<file path="src/hw/rtl/esc_pkg.sv">
// esc_pkg: shared types, register indexes and fixed-point helpers for the
// environmental sensor compensation block. Depends on nothing.
`timescale 1ns / 1ps
package esc_pkg;

  typedef struct packed {
    logic [19:0] raw_temp;
    logic [19:0] raw_press;
    logic [15:0] raw_hum;
  } esc_in_t;

  typedef struct packed {
    logic signed [31:0] temp_centi;
    logic [31:0]        press_q24_8;
    logic [16:0]        hum_q22_10;
    logic               press_div_zero;
  } esc_out_t;

  // Entry handed from the temperature front to the pressure/humidity back.
  typedef struct packed {
    logic [31:0] tf;
    logic [31:0] temp;
    logic [19:0] raw_press;
    logic [15:0] raw_hum;
  } esc_qent_t;

  typedef struct packed {
    logic empty;
    logic full;
  } esc_qstat_t;

  typedef struct packed {
    logic [47:0] temp;
    logic [63:0] press_a;
    logic [63:0] press_b;
    logic [47:0] p9_hum;
    logic [39:0] hum_b;
  } esc_coef_t;

  localparam int unsigned CFG_IDX_W = 3;
  localparam logic [CFG_IDX_W-1:0] REG_TEMP_COEFFS    = 3'd0;
  localparam logic [CFG_IDX_W-1:0] REG_PRESS_COEFFS_A = 3'd1;
  localparam logic [CFG_IDX_W-1:0] REG_PRESS_COEFFS_B = 3'd2;
  localparam logic [CFG_IDX_W-1:0] REG_PRESS_P9_HUM_A = 3'd3;
  localparam logic [CFG_IDX_W-1:0] REG_HUM_COEFFS_B   = 3'd4;

  localparam int unsigned ESC_QDEPTH  = 8;
  // Divider: one input stage, one stage per quotient bit, one sign stage.
  localparam int unsigned ESC_DIV_LAT = 66;

  function automatic logic [31:0] sx16_32(logic [15:0] v);
    return {{16{v[15]}}, v};
  endfunction

  function automatic logic [31:0] sx8_32(logic [7:0] v);
    return {{24{v[7]}}, v};
  endfunction

  function automatic logic [63:0] sx16_64(logic [15:0] v);
    return {{48{v[15]}}, v};
  endfunction

  function automatic logic [31:0] asr32(logic [31:0] v, int unsigned n);
    return 32'($signed(v) >>> n);
  endfunction

  function automatic logic [63:0] asr64(logic [63:0] v, int unsigned n);
    return 64'($signed(v) >>> n);
  endfunction

endpackage

</file>
<file path="src/hw/rtl/esc_front.sv">
// esc_front: accepts raw readings and derives the fine temperature and the
// temperature result over three stages. Depends on esc_pkg.
`timescale 1ns / 1ps
module esc_front (
  input  logic                clk,
  input  logic                rst_n,
  input  logic                in_valid,
  input  esc_pkg::esc_in_t    in_item,
  input  esc_pkg::esc_qstat_t q_stat,
  input  esc_pkg::esc_coef_t  coef,
  output logic                accept,
  output logic                push,
  output esc_pkg::esc_qent_t  push_ent
);
  import esc_pkg::*;

  logic [3:0]  vld_r;
  esc_in_t     s0_r, s1_r, s2_r, s3_r;
  logic [31:0] pa1_r, dd1_r, a2_r, b2_r, tf3_r;
  logic [31:0] t1, t2, t3, at32, dif;

  assign accept = in_valid && !q_stat.full;
  assign t1     = 32'(coef.temp[15:0]);
  assign t2     = sx16_32(coef.temp[31:16]);
  assign t3     = sx16_32(coef.temp[47:32]);
  assign at32   = 32'(s0_r.raw_temp);
  assign dif    = (at32 >> 4) - t1;

  always_ff @(posedge clk) begin
    if (!rst_n) begin
      vld_r <= '0;
    end else begin
      vld_r <= {vld_r[2:0], accept};
    end
  end

  always_ff @(posedge clk) begin
    s0_r  <= in_item;
    s1_r  <= s0_r;
    s2_r  <= s1_r;
    s3_r  <= s2_r;
    pa1_r <= ((at32 >> 3) - (t1 << 1)) * t2;
    dd1_r <= dif * dif;
    a2_r  <= asr32(pa1_r, 11);
    b2_r  <= asr32(dd1_r, 12) * t3;
    tf3_r <= a2_r + asr32(b2_r, 14);
  end

  assign push               = vld_r[3];
  assign push_ent.tf        = tf3_r;
  assign push_ent.temp      = asr32(tf3_r * 32'd5 + 32'd128, 8);
  assign push_ent.raw_press = s3_r.raw_press;
  assign push_ent.raw_hum   = s3_r.raw_hum;

endmodule

</file>
<file path="config.mk">
export PLATFORM = sky130hd
export DESIGN_NAME = esc_front
export DESIGN_NICKNAME = d
export VERILOG_FILES = /design/src/hw/rtl/esc_pkg.sv /design/src/hw/rtl/esc_front.sv
export SDC_FILE = /design/constraint.sdc
export NUM_CORES = 2
export LEC_CHECK = 0
export BUFFER_PORTS_ARGS = -buffer_cell sky130_fd_sc_hd__buf_4
export CORE_ASPECT_RATIO = 1.2
export CORE_MARGIN = 2
export CORE_UTILIZATION = 55
export DETAILED_ROUTE_END_ITERATION = 10
export PLACE_DENSITY = 0.76
export RECOVER_POWER = 25
export SLEW_MARGIN = 25
export SYNTH_ARGS = -nofsm -noshare
export SYNTH_HDL_FRONTEND = slang
export SYNTH_SLANG_ARGS = --single-unit
</file>
<file path="constraint.sdc">
create_clock -name clk -period 16.3 [get_ports clk]
set_input_delay 1.63 -clock clk [delete_from_list [all_inputs] [get_ports clk]]
set_output_delay 1.63 -clock clk [all_outputs]
set_load 0.05 [all_outputs]
</file>
**Yosys cells after proc, flatten, opt, wreduce, memory -nomap -nowiden**

Cells that the tools add are included.
Widths: inputs -> output; s select.

- Bits in registers: 317
- Bits in latches: 0
- Bits in writable memories: 0
- Bits in read-only memories: 0
- Input bits: 325
- Output and inout bits: 102
- Word-level logic and storage cells: 25
- Memories kept: 0

- Add/sub/neg operators: 4
- $mul: 4
- Divide/modulo/power cells: 0
- Magnitude comparators: 0
- Equal/unequal tests: 0
- Shifts and indexed selects: 0
- Multiplexer cells: 0
- Bitwise logic cells: 0
- Reductions and logical operators: 2

Operators with widths:

| cell | count |
|---|---|
| $add 32x8->32 const B | 1 |
| $mul 17x17->32 | 1 |
| $mul 18x16->32 | 1 |
| $mul 20x16->32 | 1 |
| $mul 32x3->32 const B | 1 |
| $add 21x18->22 | 1 |
| $sub 17x17->18 | 1 |
| $sub 16x16->17 | 1 |
| $logic_and 1x1->1 | 1 |
| $logic_not 1->1 | 1 |

**Depth between registers and ports, before layout**

- Depth in word-level cells: 2
- Depth in mapped cells: 36
- Mapped depth without buffers: 34

**Least setup slack after synthesis**

No wires, ideal clock.

- Path kind: input to register
- Start: input port coef[216] (netlist bit)
- End: register dd1_r[30]
- Library setup time: 0.072 ns
- Arrival: 8.882 ns
- Data required time: 16.228 ns
- Path slack: 7.346 ns
- Stages: 33
- Buffers on the path: 2
- Cell sequence: ha_1 fa_1 nor2b_1 o31a_1 o211ai_2 a31o_2 o221ai_1 a31o_1 buf_2 inv_2 buf_2 nand2_1 inv_1 fa_1 inv_1 fa_1 fa_1 inv_1 fa_1 fa_1 inv_1 fa_1 inv_1 ha_1 a21o_1 a21o_1 a2111oi_0 o21ai_0 o2111ai_1 a311oi_1 o21a_1 nor2_1 xnor2_1

- Longest elaborated chain between the ends: 2

Ends and longest elaborated chain:

| element | RTL line | RTL |
|---|---|---|
| from (decl) | esc_front.sv:10 | `input esc_pkg::esc_coef_t coef,` |
| $sub 16x16->17 | esc_front.sv:27 | `assign dif = (at32 >> 4) - t1;` |
| $mul 17x17->32 | esc_front.sv:43 | `dd1_r <= dif * dif;` |
| to (signal assigned) | esc_front.sv:43 |  |
| to (decl) | esc_front.sv:19 | `logic [31:0] pa1_r, dd1_r, a2_r, b2_r, tf3_r;` |

Every way passes these cells.
A chain may end at the register's enable or synchronous reset.

**Final worst setup path**

- Start: input port coef[217] (netlist bit)
- End: register pa1_r[31]

- Longest elaborated chain between the ends: 2

Ends and longest elaborated chain:

| element | RTL line | RTL |
|---|---|---|
| $sub 17x17->18 | esc_front.sv:42 | `pa1_r <= ((at32 >> 3) - (t1 << 1)) * t2;` |
| $mul 18x16->32 | esc_front.sv:42 |  |
| to (signal assigned) | esc_front.sv:42 |  |
| to (decl) | esc_front.sv:19 |  |

Every way passes these cells.

==> metrics.md <==
| Metric | Value |
|---|---|
| PortBufs | 206 |
| Hpwl dp | 68,000 microns |
| Clk sinks | 267 |
| CP Max Fanout | 28 |
| Dominant synthesized flop cell | dfxtp_1 |
| Die Y-Extent | 291 microns |
| Synth Area in Adders | 54.4% |
| Final Slew Violations | 0 |
| Post-Synthesis Cells | 3,908 |
| Final Skew | 0.0234 ns |
| Final WL | 85,000 microns |
| Root Buffer | clkbuf_16 |
| Finished Cell Area | 41,100 sq um |
| Synth Area in Compound Gates | 4.47% |
| Post-CTS setup buffers | 0 |
| Final Cycle Share | 61.5% |
| WL per Instance | 17.1 microns |
| Clock transition at path regs | 0.06 ns |
| Final antenna diode count | 0 |
| DRC errors left | 0 |
| Status | completed |
| Die W | 243 microns |
| Placed insts | 4,905 |
| Post-Syn Area per Cell | 9.67 sq um |
| WL met2 | 44,300 microns |
| Top Metal Used | met4 |
| Synthesis Warnings | 0 |
| Worst path required time | 16.77 ns |
| Cell Area, Synth | 37,800 sq um |
| Starting density of the core | 55.4% |
| Total CTS buffers | 29 |
| Nets | 5,504 |
| Fill cells | 5,672 |
| Vias in the first global route | 28.5k |
| Gr ovfl total | 0 |
| Area leader, netlist | fa_1 |
| R2R Path End | pa1_r[31] |
| Simple-Gate Fraction of Synth Area | 11.9% |
| MaxCap Viol Count | 0 |
| CTS resizes | 0 |
| Worst setup path class | in2reg |
| Final Hold Viols | 0 |
| Nature of the critical path endpoint | flop |
| DR iter-0 viols | 1,408 |
| Asr flop ratio synth | 0% |
| First-pass GRT wire length | 140,000 microns |
| Met3 WL | 5560 microns |
| Xor-xnor portion of the synthesized cell area | 3.49% |
| TNS Setup | 0 ns |
| Fin Hold WS | 0.312 ns |
| Post-synth top area share | 43.3% |
| Largest family of logic cells by synthesized area | adder cells |
| CTS H-Tree Depth | 1 |
| Synth area leaders | fa_1, dfxtp_1, ha_1, inv_1, nand2_1 |
| HP Class | reg2reg |
| Syn-to-layout area delta | 8.87% |
| Reg2reg setup slack | 7.13 ns |
| Register area share after synthesis | 14.1% |
| Yosys cell types | 74 |
| Crit-path slowest cell | xnor2_1 |
| CTS tree | done |
| Least-Margin Pin Slew | 1.10 ns |
| Placement Cell Area | 40,100 sq um |
| Vias/cell | 5.23 |
| Number of core rows | 105 |
| Critical Path AT | 10.50 ns |
| R2r worst-path depth | 27 |
| Insertion delay to the later sink of the worst-skew pair | 0.59 ns |
| Pin count of the biggest net entering global routing | 36 |
| Fraction of synthesized area in multiplexers | 0.0563% |
| #FFs+latches synth | 267 |
| Post-route ant nets | 0 |
| Io pins | 427 |
| Core Box Area | 68,200 sq um |
| F_max | 99.7 MHz |
| Syn nets | 5,385 |
| Startpoint Class | input pin |
| Crit path to | pa1_r[31] |
| Final setup fails | 0 |
| Initial antenna violation count | 0 |
| CP most frequent cell | fa_1 |
| Number of hold buffers added after CTS | 0 |
| DR pass1 iterations | 5 |
| Post-synth EDFFs | 0 |
| Routability cong. | 0.910 |
| Gr usage total | 24.8% |
| RSZ-0062 raised after global routing | false |
| Die Area | 70,800 sq um |
| Share of cells above drive strength 1 | 7.95% |
| Min Tclk post-route | 10.03 ns |
| Clock Tree Buf Depth | 3 |
| CP peak stage delay | 0.88 ns |
| Via count | 25.9k |
| Max-slew headroom | 26.2% |
| Critical path origin | coef[217] |
| WL met1 | 31,800 microns |
| Worst r2r src | at32[5] |
| Finished Layout Cells | 4,958 |
==> kinds of logic (layout without fill, tap and decap cells) <==
family	count (synthesis)	count (layout)
compound gates	238	238
fa+ha+maj	1152	1152
buf+inv	1143	1284
mux	2	2
flops	267	267
xor+xnor	148	148
simple gates	958	958
==> cell usage in the layout (no fill, tap or decap), types with 25 or more instances in the layout <==
cell,netlist,final
o21ai_0,27,27
buf_4,18,226
a21oi_1,62,61
inv_1,992,992
ha_1,335,335
nor2b_1,31,31
nor2_1,140,139
clkbuf_16,0,29
and2_1,231,231
nor3_1,26,26
o21a_1,28,28
xor2_1,30,29
a21o_1,25,25
dfxtp_1,267,267
fa_1,817,817
xnor2_1,116,113
nand2b_1,27,27
nand2_1,440,440
==> synthesized netlist by cell type, types with 3 or more instances <==
cell	number
nand3_1	17
nor3_1	26
ha_1	335
a31oi_1	4
nand2b_1	27
xnor2_1	116
o21bai_1	16
buf_4	18
a21o_1	25
a21oi_1	62
a211oi_1	12
inv_1	992
nand2_1	440
buf_2	6
buf_1	4
o21ai_1	7
xor2_1	30
o211ai_1	5
inv_2	10
fa_1	817
or3_1	8
or2_2	4
and3_1	14
clkbuf_1	110
and2_1	231
nor2_1	140
nor2b_1	31
o21ai_0	27
a31o_2	3
o31ai_1	7
o31ai_2	3
dfxtp_1	267
clkinv_1	3
nand4_1	11
o2111ai_1	3
o21a_1	28
==> how the worst min path moves through the flow <==
stage                   start            to  slack (ns)  depth (start not counted)
finish               s1_r[33]      s2_r[33]        0.31                          0
floorplan           pa1_r[11]       a2_r[0]        0.31                          0
global route         s0_r[10]      s1_r[10]        0.33                          0
CTS                  s1_r[33]      s2_r[33]        0.32                          0
detailed placement  pa1_r[20]       a2_r[9]        0.31                          0
global placement     s2_r[29]  push_ent[29]        0.31                          0
==> per-layer routing <==
layer  vias up  global-route usage [%]
li1      11600                       -
met5         -                       0
met1     13100                    29.5
met4         0                    9.64
met2       948                    45.3
met3       229                    3.15
==> critical path, delay by kind of cell <==
kind,cells,cell delay [ns]
buffers and inverters,5,0.80
xor gates and xnor gates,3,1.32
adders and majority gates,8,3.56
AOI/OAI and AO/OA,10,2.50
and+or+nand+nor,3,0.65
==> area by class of cell <==
| cell class | instances | area, sq um | area share (%) |
|---|---|---|---|
| clock buffer | 31 | 753 | 1.83 |
| clock inverter | 22 | 323 | 0.785 |
| inverter | 1005 | 3770 | 9.17 |
| multi-input combinational | 2498 | 28100 | 68.3 |
| sequential | 267 | 5350 | 13.0 |
| tap | 909 | 1140 | 2.76 |
| timing repair buffer | 226 | 1700 | 4.12 |
==> sequential cells by signal, indices dropped and copies added (netlist names) <==
| name | flops |
|---|---|
| tf3_r | 22 |
| vld_r | 4 |
| s0_r | 36 |
| s2_r | 36 |
| a2_r | 21 |
| push_ent | 36 |
| pa1_r | 21 |
| dd1_r | 20 |
| s1_r | 36 |
| b2_r | 18 |
| at32 | 17 |
==> through the flow <==
stage | utilization (%) | worst slack, ns
after floorplan | - | 7.35
after global placement | 58.8 | 5.82
after detailed placement | 58.8 | 5.76
after CTS | 60.3 | 6.35
after global routing | 60.3 | 5.95
final | 60.3 | 6.27
Power is not shown: default switching activity piles up to over one toggle a cycle in this logic, so the estimate is an artifact.
