<file path="config.mk">
export PLATFORM = sky130hd
export DESIGN_NAME = esc_queue
export DESIGN_NICKNAME = d
export VERILOG_FILES = /design/src/hw/rtl/esc_pkg.sv /design/src/hw/rtl/esc_queue.sv
export SDC_FILE = /design/constraint.sdc
export NUM_CORES = 1
export LEC_CHECK = 0
export ABC_AREA = 1
export ABC_CLOCK_PERIOD_IN_PS = 8320
export BUFFER_PORTS_ARGS = -buffer_cell sky130_fd_sc_hd__buf_2
export CAP_MARGIN = 20
export CORE_ASPECT_RATIO = 0.5
export CORE_UTILIZATION = 35
export DETAILED_ROUTE_END_ITERATION = 12
export GPL_TIMING_DRIVEN = 0
export SLEW_MARGIN = 20
export SYNTH_ARGS = -nofsm -noshare
export SYNTH_HDL_FRONTEND = slang
export SYNTH_SLANG_ARGS = --single-unit
</file>
<file path="constraint.sdc">
create_clock -name clk -period 8.32 [get_ports clk]
set_clock_uncertainty 0.15 [all_clocks]
set_input_delay 0.832 -clock clk [delete_from_list [all_inputs] [get_ports clk]]
set_output_delay 0.832 -clock clk [all_outputs]
set_load 0.005 [all_outputs]
</file>
<file path="src/hw/rtl/esc_pkg.sv">
// esc_pkg: shared types, register indexes and fixed-point helpers for the
// environmental sensor compensation block. Depends on nothing.
`timescale 1ns / 1ps
package esc_pkg;

  typedef struct packed {
    logic [19:0] raw_temp;
    logic [19:0] raw_press;
    logic [15:0] raw_hum;
  } esc_in_t;

  typedef struct packed {
    logic signed [31:0] temp_centi;
    logic [31:0]        press_q24_8;
    logic [16:0]        hum_q22_10;
    logic               press_div_zero;
  } esc_out_t;

  // Entry handed from the temperature front to the pressure/humidity back.
  typedef struct packed {
    logic [31:0] tf;
    logic [31:0] temp;
    logic [19:0] raw_press;
    logic [15:0] raw_hum;
  } esc_qent_t;

  typedef struct packed {
    logic empty;
    logic full;
  } esc_qstat_t;

  typedef struct packed {
    logic [47:0] temp;
    logic [63:0] press_a;
    logic [63:0] press_b;
    logic [47:0] p9_hum;
    logic [39:0] hum_b;
  } esc_coef_t;

  localparam int unsigned CFG_IDX_W = 3;
  localparam logic [CFG_IDX_W-1:0] REG_TEMP_COEFFS    = 3'd0;
  localparam logic [CFG_IDX_W-1:0] REG_PRESS_COEFFS_A = 3'd1;
  localparam logic [CFG_IDX_W-1:0] REG_PRESS_COEFFS_B = 3'd2;
  localparam logic [CFG_IDX_W-1:0] REG_PRESS_P9_HUM_A = 3'd3;
  localparam logic [CFG_IDX_W-1:0] REG_HUM_COEFFS_B   = 3'd4;

  localparam int unsigned ESC_QDEPTH  = 8;
  // Divider: one input stage, one stage per quotient bit, one sign stage.
  localparam int unsigned ESC_DIV_LAT = 66;

  function automatic logic [31:0] sx16_32(logic [15:0] v);
    return {{16{v[15]}}, v};
  endfunction

  function automatic logic [31:0] sx8_32(logic [7:0] v);
    return {{24{v[7]}}, v};
  endfunction

  function automatic logic [63:0] sx16_64(logic [15:0] v);
    return {{48{v[15]}}, v};
  endfunction

  function automatic logic [31:0] asr32(logic [31:0] v, int unsigned n);
    return 32'($signed(v) >>> n);
  endfunction

  function automatic logic [63:0] asr64(logic [63:0] v, int unsigned n);
    return 64'($signed(v) >>> n);
  endfunction

endpackage

</file>
<file path="src/hw/rtl/esc_queue.sv">
// esc_queue: short queue between front and back, with a reservation count
// so that items in flight in the front always find a slot. Depends on esc_pkg.
`timescale 1ns / 1ps
module esc_queue #(
  parameter int unsigned DEPTH = esc_pkg::ESC_QDEPTH
) (
  input  logic                clk,
  input  logic                rst_n,
  input  logic                reserve,
  input  logic                push,
  input  esc_pkg::esc_qent_t  push_ent,
  input  logic                pop,
  output esc_pkg::esc_qent_t  head,
  output esc_pkg::esc_qstat_t stat
);
  import esc_pkg::*;

  localparam int unsigned AW = (DEPTH > 1) ? $clog2(DEPTH) : 1;
  localparam int unsigned CW = $clog2(DEPTH + 1);

  esc_qent_t       mem_r [DEPTH];
  logic [AW-1:0]   wr_r, rd_r;
  logic [CW-1:0]   cnt_r, resv_r;

  function automatic logic [AW-1:0] inc(logic [AW-1:0] p);
    return (p == AW'(DEPTH - 1)) ? '0 : p + 1'b1;
  endfunction

  assign head       = mem_r[rd_r];
  assign stat.empty = (cnt_r == '0);
  assign stat.full  = (resv_r == CW'(DEPTH));

  always_ff @(posedge clk) begin
    if (!rst_n) begin
      wr_r   <= '0;
      rd_r   <= '0;
      cnt_r  <= '0;
      resv_r <= '0;
    end else begin
      if (push) wr_r <= inc(wr_r);
      if (pop)  rd_r <= inc(rd_r);
      cnt_r  <= cnt_r + CW'(push) - CW'(pop);
      resv_r <= resv_r + CW'(reserve) - CW'(pop);
    end
  end

  always_ff @(posedge clk) begin
    if (push) mem_r[wr_r] <= push_ent;
  end

  a_no_overflow: assert property (@(posedge clk) disable iff (!rst_n)
    push |-> (cnt_r < CW'(DEPTH)))
    else $error("queue written while holding DEPTH entries");
  a_resv_covers: assert property (@(posedge clk) disable iff (!rst_n)
    cnt_r <= resv_r)
    else $error("stored count exceeds reservations");
  a_pop_release: assert property (@(posedge clk) disable iff (!rst_n)
    (pop && !reserve) |=> (resv_r == $past(resv_r) - 1'b1))
    else $error("pop did not release a reservation");

endmodule

</file>
# Word level (Yosys, flattened, before mapping)
# Memory sizes are Yosys's and may differ from the RTL's. A register that Yosys moved wholly into a read port is not among the register bits.
# Cells that the tools add are included.
op_classes:
  n_eq_ne: 3
  n_addsub: 6
  reduce_logical: 1
  n_mux: 6
op_table:
  columns: ["op", "n"]
  rows:
  - ["two-way mux 3 bit", 4]
  - ["adder 4 x 1 -> 4 bit", 2]
  - ["subtractor 4 x 1 -> 4 bit", 2]
  - ["adder 3 x 1 -> 3 bit, second input constant", 2]
  - ["equality test 3 bit, second input constant", 2]
  - ["equality test 4 bit, second input constant", 1]
  - ["zero test 4 bit", 1]
  - ["two-way mux 1 bit", 2]
totals:
  inputBits: 105
  output_inout_bits: 102
  memories: 1
  register_bits: 14
  ram_bits: 800
mem_list:
  columns: ["memory", "words", "word_bits", "rd", "rd_ports_with_merged_regs", "write_ports", "line", "source"]
  rows:
  - ["mem_r", 8, 100, 1, 1, 1, "esc_queue.sv:21", "esc_qent_t mem_r [DEPTH];"]

# Logic depth before layout (Yosys ltp)
# Gate-level depths: netlist of run 1.
depth:
  depth_word: 4
  mapped_depth: 9
  depth_no_buf: 9

# Worst setup path before layout of run 1
# No wires, ideal clock.
synth_path:
  kind: "input port to flip-flop"
  start: "in push"
  end: "mem mem_r[0][0] (netlist name), enable pin"
  setup_ns: 0.559
  cell_stages: 3
  n_path_buf: 0
  t_required_ns: 7.611
  setup_slack_ns: 2.230
  t_arrival_ns: 5.381
  cell_sequence: "inv_1 or2_2 nor2_1"
synth_via:
  elab_chain_len: 2
synth_rtl:
  columns: ["element", "line", "source"]
  rows:
  - ["from (decl)", "esc_queue.sv:10", "input logic push,"]
  - ["two-way mux 1 bit", "esc_queue.sv:48", "if (push) mem_r[wr_r] <= push_ent;"]
  - ["two-way mux 1 bit (implied by the code)", "esc_queue.sv:48", null]
  - ["to (decl)", "esc_queue.sv:21", null]
# Every way passes these cells.

==> results.json, run 1 <==
{
  "outcome": "completed",
  "setup.worst_path.end": "head[84]",
  "post-synth-top-count-cell": "nand2_1",
  "postSynthAreaPerCell_um2": 10.0,
  "synth.top_cells.by_count": "nand2_1, inv_1, edfxtp_1, nand3_1, buf_2",
  "core_region_area_um2": 101000,
  "wl_met3_um": 5950,
  "slew-limit-headroom_pct": 39.4,
  "cpMaxStageDelayCell": "inv_1",
  "drtAntennaViolNets": 0,
  "min_period_over_period_pct": 43.6,
  "max-vdd-ir-drop_v": 0.000144,
  "tritoncts.num_buffers": 80,
  "ys_seq_area_share_pct": 68.0,
  "ys_seq_elements": 817,
  "post_synth_edffs": 800,
  "power.density_cell_area_nw_per_um2": 218,
  "final_layout_size_suffix_gt1_share_pct": 12.8,
  "die_area_um2": 104000,
  "tightest_pin_transition_ns": 0.907,
  "critPathMaxStageDelay_ns": 0.66,
  "asyncSetResetFlopFracSynth_pct": 0,
  "power_total_w": 0.00921,
  "grt_first_pass_wirelength_um": 140000,
  "synth.top_cells.by_area": "edfxtp_1, nand2_1, inv_1",
  "routedLengthMet1_um": 39100,
  "cp_num_buf_inv": 3,
  "clkTransAtPathRegs_ns": 0.06,
  "numPortBuffers": 205,
  "cts-root-buf": "clkbuf_16",
  "summed_instance_area_of_the_synthesized_netlist_um2": 35800,
  "critPathMostFrequentCell": "nand2_1",
  "postLayoutCellArea_um2": 42300,
  "finalSetupViolations": 0,
  "startpoint_type": "register",
  "instance_count_of_the_mapped_netlist": 3571,
  "cells_along_the_critical_path": "inv_1 > clkbuf_1 > nand2_1 > nand2_1 > buf_2",
  "routed.top_layer": "met5",
  "path_depth": 5,
  "drt_drc_violations_left": 0,
  "grt_util_all_layers_pct": 18.1,
  "place_congestion": 0.791,
  "finalNetCount": 4028,
  "post-place-cells": 5169,
  "cellLeakagePower_nw": 19.4,
  "die-width_um": 454,
  "synthDominantAreaCellType": "edfxtp_1",
  "grt-ovfl-total": 0,
  "worst_r2r_path_depth": 6,
  "synth-warning-count": 0,
  "detail_route.iter0.violations": 1963,
  "hold_path.class": "in2reg",
  "non_filler_instance_count_after_layout": 5326,
  "timing.rr.start": "wr_r[0]$_SDFFE_PN0P_",
  "post-cts-setup-buffers": 0,
  "post-synth-top-area-fraction_pct": 67.1,
  "grt_antenna_before_repair": 18,
  "fmax_mhz": 275,
  "syn2layout_area_growth_pct": 18.0,
  "route.met2.wl_um": 46900,
  "ctsHoldBuffers": 0,
  "start_util_pct": 35.5,
  "rr_endpoint": "mem_r[7][96]$_DFFE_PP_",
  "final_hpwl_dp_um": 60500,
  "pin_count_of_the_biggest_net_entering_global_routing": 21,
  "cpLargestDelayFamily": "buffers and inverters",
  "top_fanout_value_on_the_critical_path": 10,
  "number_of_max_cap_violations": 0,
  "critical_path_required_ns": 7.34,
  "fin_crit_ns": 3.63,
  "die_h_um": 228,
  "ctsResizeCount": 0,
  "clock-sinks": 817,
  "first_drt_pass_iteration_count": 6,
  "syn_nets": 3692,
  "grt_setup_unrepaired": "false",
  "timing.critical_path.arrival_ns": 2.65,
  "cts.path.max_buffers": 3,
  "detailed_place.area_um2": 39800,
  "timing_hold_violations_final": 0,
  "tritoncts": "yes",
  "first_global_vias": 23000,
  "ios": 207,
  "std_cell_rows": 82,
  "rrSetupSlack_ns": 5.87,
  "wirelength_um": 95300,
  "h-tree-depth": 3,
  "clk-insertion-delay-late_ns": 0.62,
  "routed_via_density": 4.55,
  "endpoint_kind": "output port",
  "yosys_most_used_dff": "edfxtp_1",
  "dr_total_vias": 24200,
  "setup.worst_path.class": "reg2out",
  "slew_limit_fails": 0,
  "route.detailed.wl_per_inst_um": 17.9,
  "ys_types": 19
}
## registers in the layout, indices dropped and copies added, names as in the netlist, named ones only
name    count
wr_r        3
rd_r        3
resv_r      4
cnt_r       4
mem_r     800
## report_power, final
| part | internal (W) | switching, W | leakage (nW) |
|---|---|---|---|
| sequential | 0.00464 | 0.0000274 | 7.41 |
| combinational | 0.000355 | 0.000713 | 10.8 |
| clock | 0.00194 | 0.00153 | 1.21 |
| total | 0.00694 | 0.00227 | 19.4 |
## worst reg2reg max path, stage by stage (launching register included)
cell,delay (ns)
dfxtp_1,0.39
nand2_1,0.26
nor2_4,0.50
buf_16,0.22
buf_12,0.19
buf_12,0.21
buf_12,0.21
## metal layers
layer | track usage (%) | up-vias
met5 | 0 | -
met2 | 30.7 | 799
met4 | 7.13 | 6
met3 | 2.96 | 188
met1 | 23.1 | 11400
li1 | - | 11800
## logic make-up after synthesis
group                    synth area share [%]
flip-flops                               68.0
AO/OA/AOI/OAI                           0.189
AND/OR/NAND/NOR                          19.7
XOR/XNOR                               0.0245
adder cells (fa/ha/maj)                 0.601
buffers and inverters                    11.4
## per-stage QoR
step / setup slack [ns] / hold WS (ns) / setup TNS [ns] / utilization [%]
after global placement: -2.62 / 0.329 / -1903.69 / 38.2
after CTS: 4.68 / 0.276 / 0 / 41.9
after floorplan: 2.23 / 0.311 / 0 / -
after global routing: 4.63 / 0.296 / 0 / 41.9
after detailed placement: 5.18 / 0.341 / 0 / 39.5
final: 4.69 / 0.313 / 0 / 41.9
## cell type report
class	instances	area (µm²)
Antenna cell	12	30.0
Buffer	155	1000
Clock buffer	100	2170
Clock inverter	45	299
Fill cell	9466	58500
Inverter	825	3100
Multi-Input combinational cell	1774	7410
Sequential cell	817	24400
Tap cell	1344	1680
Timing Repair Buffer	254	2200
## cell usage in the layout (no fill, tap or decap)
cell type / count
nand2_1: 1318
inv_1: 824
edfxtp_1: 800
nand3_1: 402
buf_2: 288
clkbuf_16: 83
clkbuf_1: 35
buf_6: 35
buf_16: 27
clkinv_1: 23
buf_12: 21
dfxtp_1: 17
buf_4: 14
ha_1: 14
diode_2: 12
nor2_1: 12
clkinv_2: 11
nor2_4: 8
a21oi_1: 8
o21ai_0: 4
inv_6: 4
or2_2: 3
clkbuf_8: 3
bufinv_16: 3
clkbuf_2: 2
fa_1: 2
clkinvlp_4: 2
clkinv_4: 2
nor3_1: 1
o21a_1: 1
xnor2_1: 1
inv_4: 1
buf_8: 1
## worst min path at each step
stage                                     from                endpoint  slack (ns)  depth (start not counted)
final                             push_ent[69]  mem_r[0][69]$_DFFE_PP_        0.31                          1
after detailed placement  rd_r[1]$_SDFFE_PN0P_    rd_r[1]$_SDFFE_PN0P_        0.34                          2
after global placement    rd_r[1]$_SDFFE_PN0P_    rd_r[1]$_SDFFE_PN0P_        0.33                          2
after CTS                         push_ent[70]  mem_r[2][70]$_DFFE_PP_        0.28                          1
after global routing              push_ent[50]  mem_r[4][50]$_DFFE_PP_        0.30                          1
after floorplan           rd_r[1]$_SDFFE_PN0P_                register        0.31                          2
Power figures use the tool's default switching activity.
==> run 2: changes to the inputs <==
--- a/config.mk
+++ b/config.mk
@@ -6,7 +6,7 @@
 export NUM_CORES = 1
 export LEC_CHECK = 0
 export ABC_AREA = 1
-export ABC_CLOCK_PERIOD_IN_PS = 8320
+export ABC_CLOCK_PERIOD_IN_PS = 3100
 export BUFFER_PORTS_ARGS = -buffer_cell sky130_fd_sc_hd__buf_2
 export CAP_MARGIN = 20
 export CORE_ASPECT_RATIO = 0.5
==> constraint.sdc (replaced) <==
create_clock -name clk -period 3.1 [get_ports clk]
set_clock_uncertainty 0.15 [all_clocks]
set_input_delay 0.31 -clock clk [delete_from_list [all_inputs] [get_ports clk]]
set_output_delay 0.31 -clock clk [all_outputs]
set_load 0.005 [all_outputs]
==> results.json, run 2 (same netlist as run 1, synthesis figures left out) <==
{
  "outcome": "completed",
  "critical_path_required_ns": 2.64,
  "max_flop_register": "mem_r",
  "dr_total_vias": 24500,
  "core_region_area_um2": 101000,
  "power.density_cell_area_nw_per_um2": 570,
  "top_fanout_value_on_the_critical_path": 10,
  "worstHoldPathCells": 2,
  "non_filler_instance_count_after_layout": 5426,
  "pwr-share-seq_pct": 50.8,
  "cpMaxStageDelayCell": "clkbuf_2",
  "first_global_vias": 23500,
  "cts.path.max_buffers": 3,
  "endpoint_kind": "output port",
  "worst_r2r_path_depth": 6,
  "die_h_um": 228,
  "fin_crit_ns": 3.04,
  "die_area_um2": 104000,
  "grt-ovfl-total": 0,
  "comb_power_share_pct": 12.1,
  "power_switching_share_pct": 24.7,
  "detail_route.iter0.violations": 2068,
  "commonest_non_fill_non_tap_cells_in_the_layout": "nand2_1, inv_1, edfxtp_1",
  "grt_antenna_before_repair": 8,
  "multi_input_comb_area_um2": 7410,
  "critPathMaxStageDelay_ns": 0.54,
  "p_sw_w": 0.00609,
  "fmax_mhz": 329,
  "drtAntennaViolNets": 0,
  "first_drt_pass_iteration_count": 6,
  "clk-insertion-delay-late_ns": 0.63,
  "finalNetCount": 4136,
  "final_layout_size_suffix_gt1_share_pct": 12.4,
  "power_total_w": 0.0247,
  "drt_drc_violations_left": 0,
  "timing_hold_violations_final": 0,
  "h-tree-depth": 3,
  "post-cts-setup-buffers": 0,
  "grt_util_all_layers_pct": 18.1,
  "max-vdd-ir-drop_v": 0.000424,
  "cells_along_the_critical_path": "clkbuf_2 > clkbuf_1 > nand2_1 > nand2_1 > buf_2",
  "cpLargestDelayFamily": "buffers and inverters",
  "pin_count_of_the_biggest_net_entering_global_routing": 21,
  "worst_case_setup_margin_in_the_final_layout_ns": 0.0602,
  "clock-sinks": 817,
  "min_to": "mem_r[0][86]$_DFFE_PP_",
  "number_of_max_cap_violations": 0,
  "cellLeakagePower_nw": 19.8,
  "ios": 207,
  "wirelength_um": 93700,
  "clock_power_share_pct": 37.2,
  "numPortBuffers": 205,
  "std_cell_rows": 82,
  "min_period_over_period_pct": 98.1,
  "hp-start": "push_ent[86]",
  "cp_num_buf_inv": 3,
  "timing.critical_path.arrival_ns": 2.58,
  "rr_endpoint": "mem_r[0][73]$_DFFE_PP_",
  "filler_cell_count": 9385,
  "timing.rr.start": "wr_r[0]$_SDFFE_PN0P_",
  "clkTransAtPathRegs_ns": 0.06,
  "grt_first_pass_wirelength_um": 141000,
  "route.detailed.wl_per_inst_um": 17.3,
  "biggestRegsByFlops": "mem_r (800), cnt_r (4), resv_r (4)",
  "finalSetupViolations": 0,
  "internal_power_w": 0.0186,
  "tightest_pin_transition_ns": 0.781,
  "start_util_pct": 35.5,
  "critPathMostFrequentCell": "nand2_1",
  "rrSetupSlack_ns": 0.60,
  "setup.worst_path.class": "reg2out",
  "flip_flop_count_of_the_largest_register_after_layout": 800,
  "area.sequential_um2": 24400,
  "routed_via_density": 4.51,
  "syn2layout_area_growth_pct": 20.9,
  "place_ws_ns": 0.387,
  "slew-limit-headroom_pct": 47.8,
  "cts-root-buf": "clkbuf_16",
  "tritoncts": "yes",
  "layout.core_utilization_pct": 43.0,
  "place_congestion": 0.792,
  "tritoncts.num_buffers": 81,
  "hold_path.class": "in2reg",
  "post-place-cells": 5170,
  "totalNegativeSetupSlack_ns": 0,
  "grt_setup_unrepaired": "false",
  "startpoint_type": "register",
  "final_common_cell": "nand2_1",
  "slew_limit_fails": 0,
  "die-width_um": 454,
  "final_hpwl_dp_um": 59800
}
[run 2: changes by cell type in the layout (fill, tap and decap cells not counted), sizes merged]
cell,before,now
clkbuf,123,129
inv,829,827
clkinv,36,34
buf,386,387
dlygate4sd3,0,106
bufinv,3,2
diode,12,5
clkinvlp,2,1
[run 2: worst max path at each step]
stage,from,endpoint,slack [ns],depth (start not counted)
final,register,head[76],0.06,5
after global routing,register,head[69],0.006,5
after CTS,register,head[76],0.1,5
after detailed placement,push,mem_r[0][85]$_DFFE_PP_,0.39,8
after global placement,push,mem_r[4][80]$_DFFE_PP_,-3.75,4
after floorplan,push,mem_r[0][0]$_DFFE_PP_,-0.80,3
[run 2: per-stage QoR]
step,hold WS (ns),instance area (µm²)
finish,0.313,43300
global placement,0.327,38600
global route,0.314,43300
floorplan,0.259,35900
CTS,0.280,43300
detailed placement,0.339,39800
[run 2: power by group through the flow]
| stage | registers (W) | clock network, W | logic [W] |
|---|---|---|---|
| global placement | 0.0128 | 0 | 0.00267 |
| detailed placement | 0.0128 | 0 | 0.00286 |
| floorplan | 0.0128 | 0 | 0.00155 |
| CTS | 0.0125 | 0.00930 | 0.00300 |
| finish | 0.0125 | 0.00917 | 0.00298 |
| global route | 0.0126 | 0.00975 | 0.00329 |
[run 2: repair_timing]
item	in CTS	in global routing
hold buffers	106	0
resized for setup	1	0
hold endpoints to repair	815	0
endpoints found under the setup margin	1	0
[run 2: final cells by class]
type | instances | share of cell area, %
Timing Repair Buffer | 361 | 7.63
Multi-Input combinational cell | 1774 | 17.1
Clock inverter | 39 | 0.618
Inverter | 825 | 7.17
Buffer | 155 | 2.32
Sequential cell | 817 | 56.3
Tap cell | 1344 | 3.88
Clock buffer | 106 | 4.99
Antenna cell | 5 | 0.0289
[run 2: layer usage]
layer	up-vias	track usage, %	share of wire, %	wire length (µm)
li1	12000	-	-	-
met1	11500	23.8	42	38900
met2	824	30.0	48	45200
met3	200	2.71	6.5	6060
met4	4	6.87	3.7	3480
met5	-	0	0.029	27
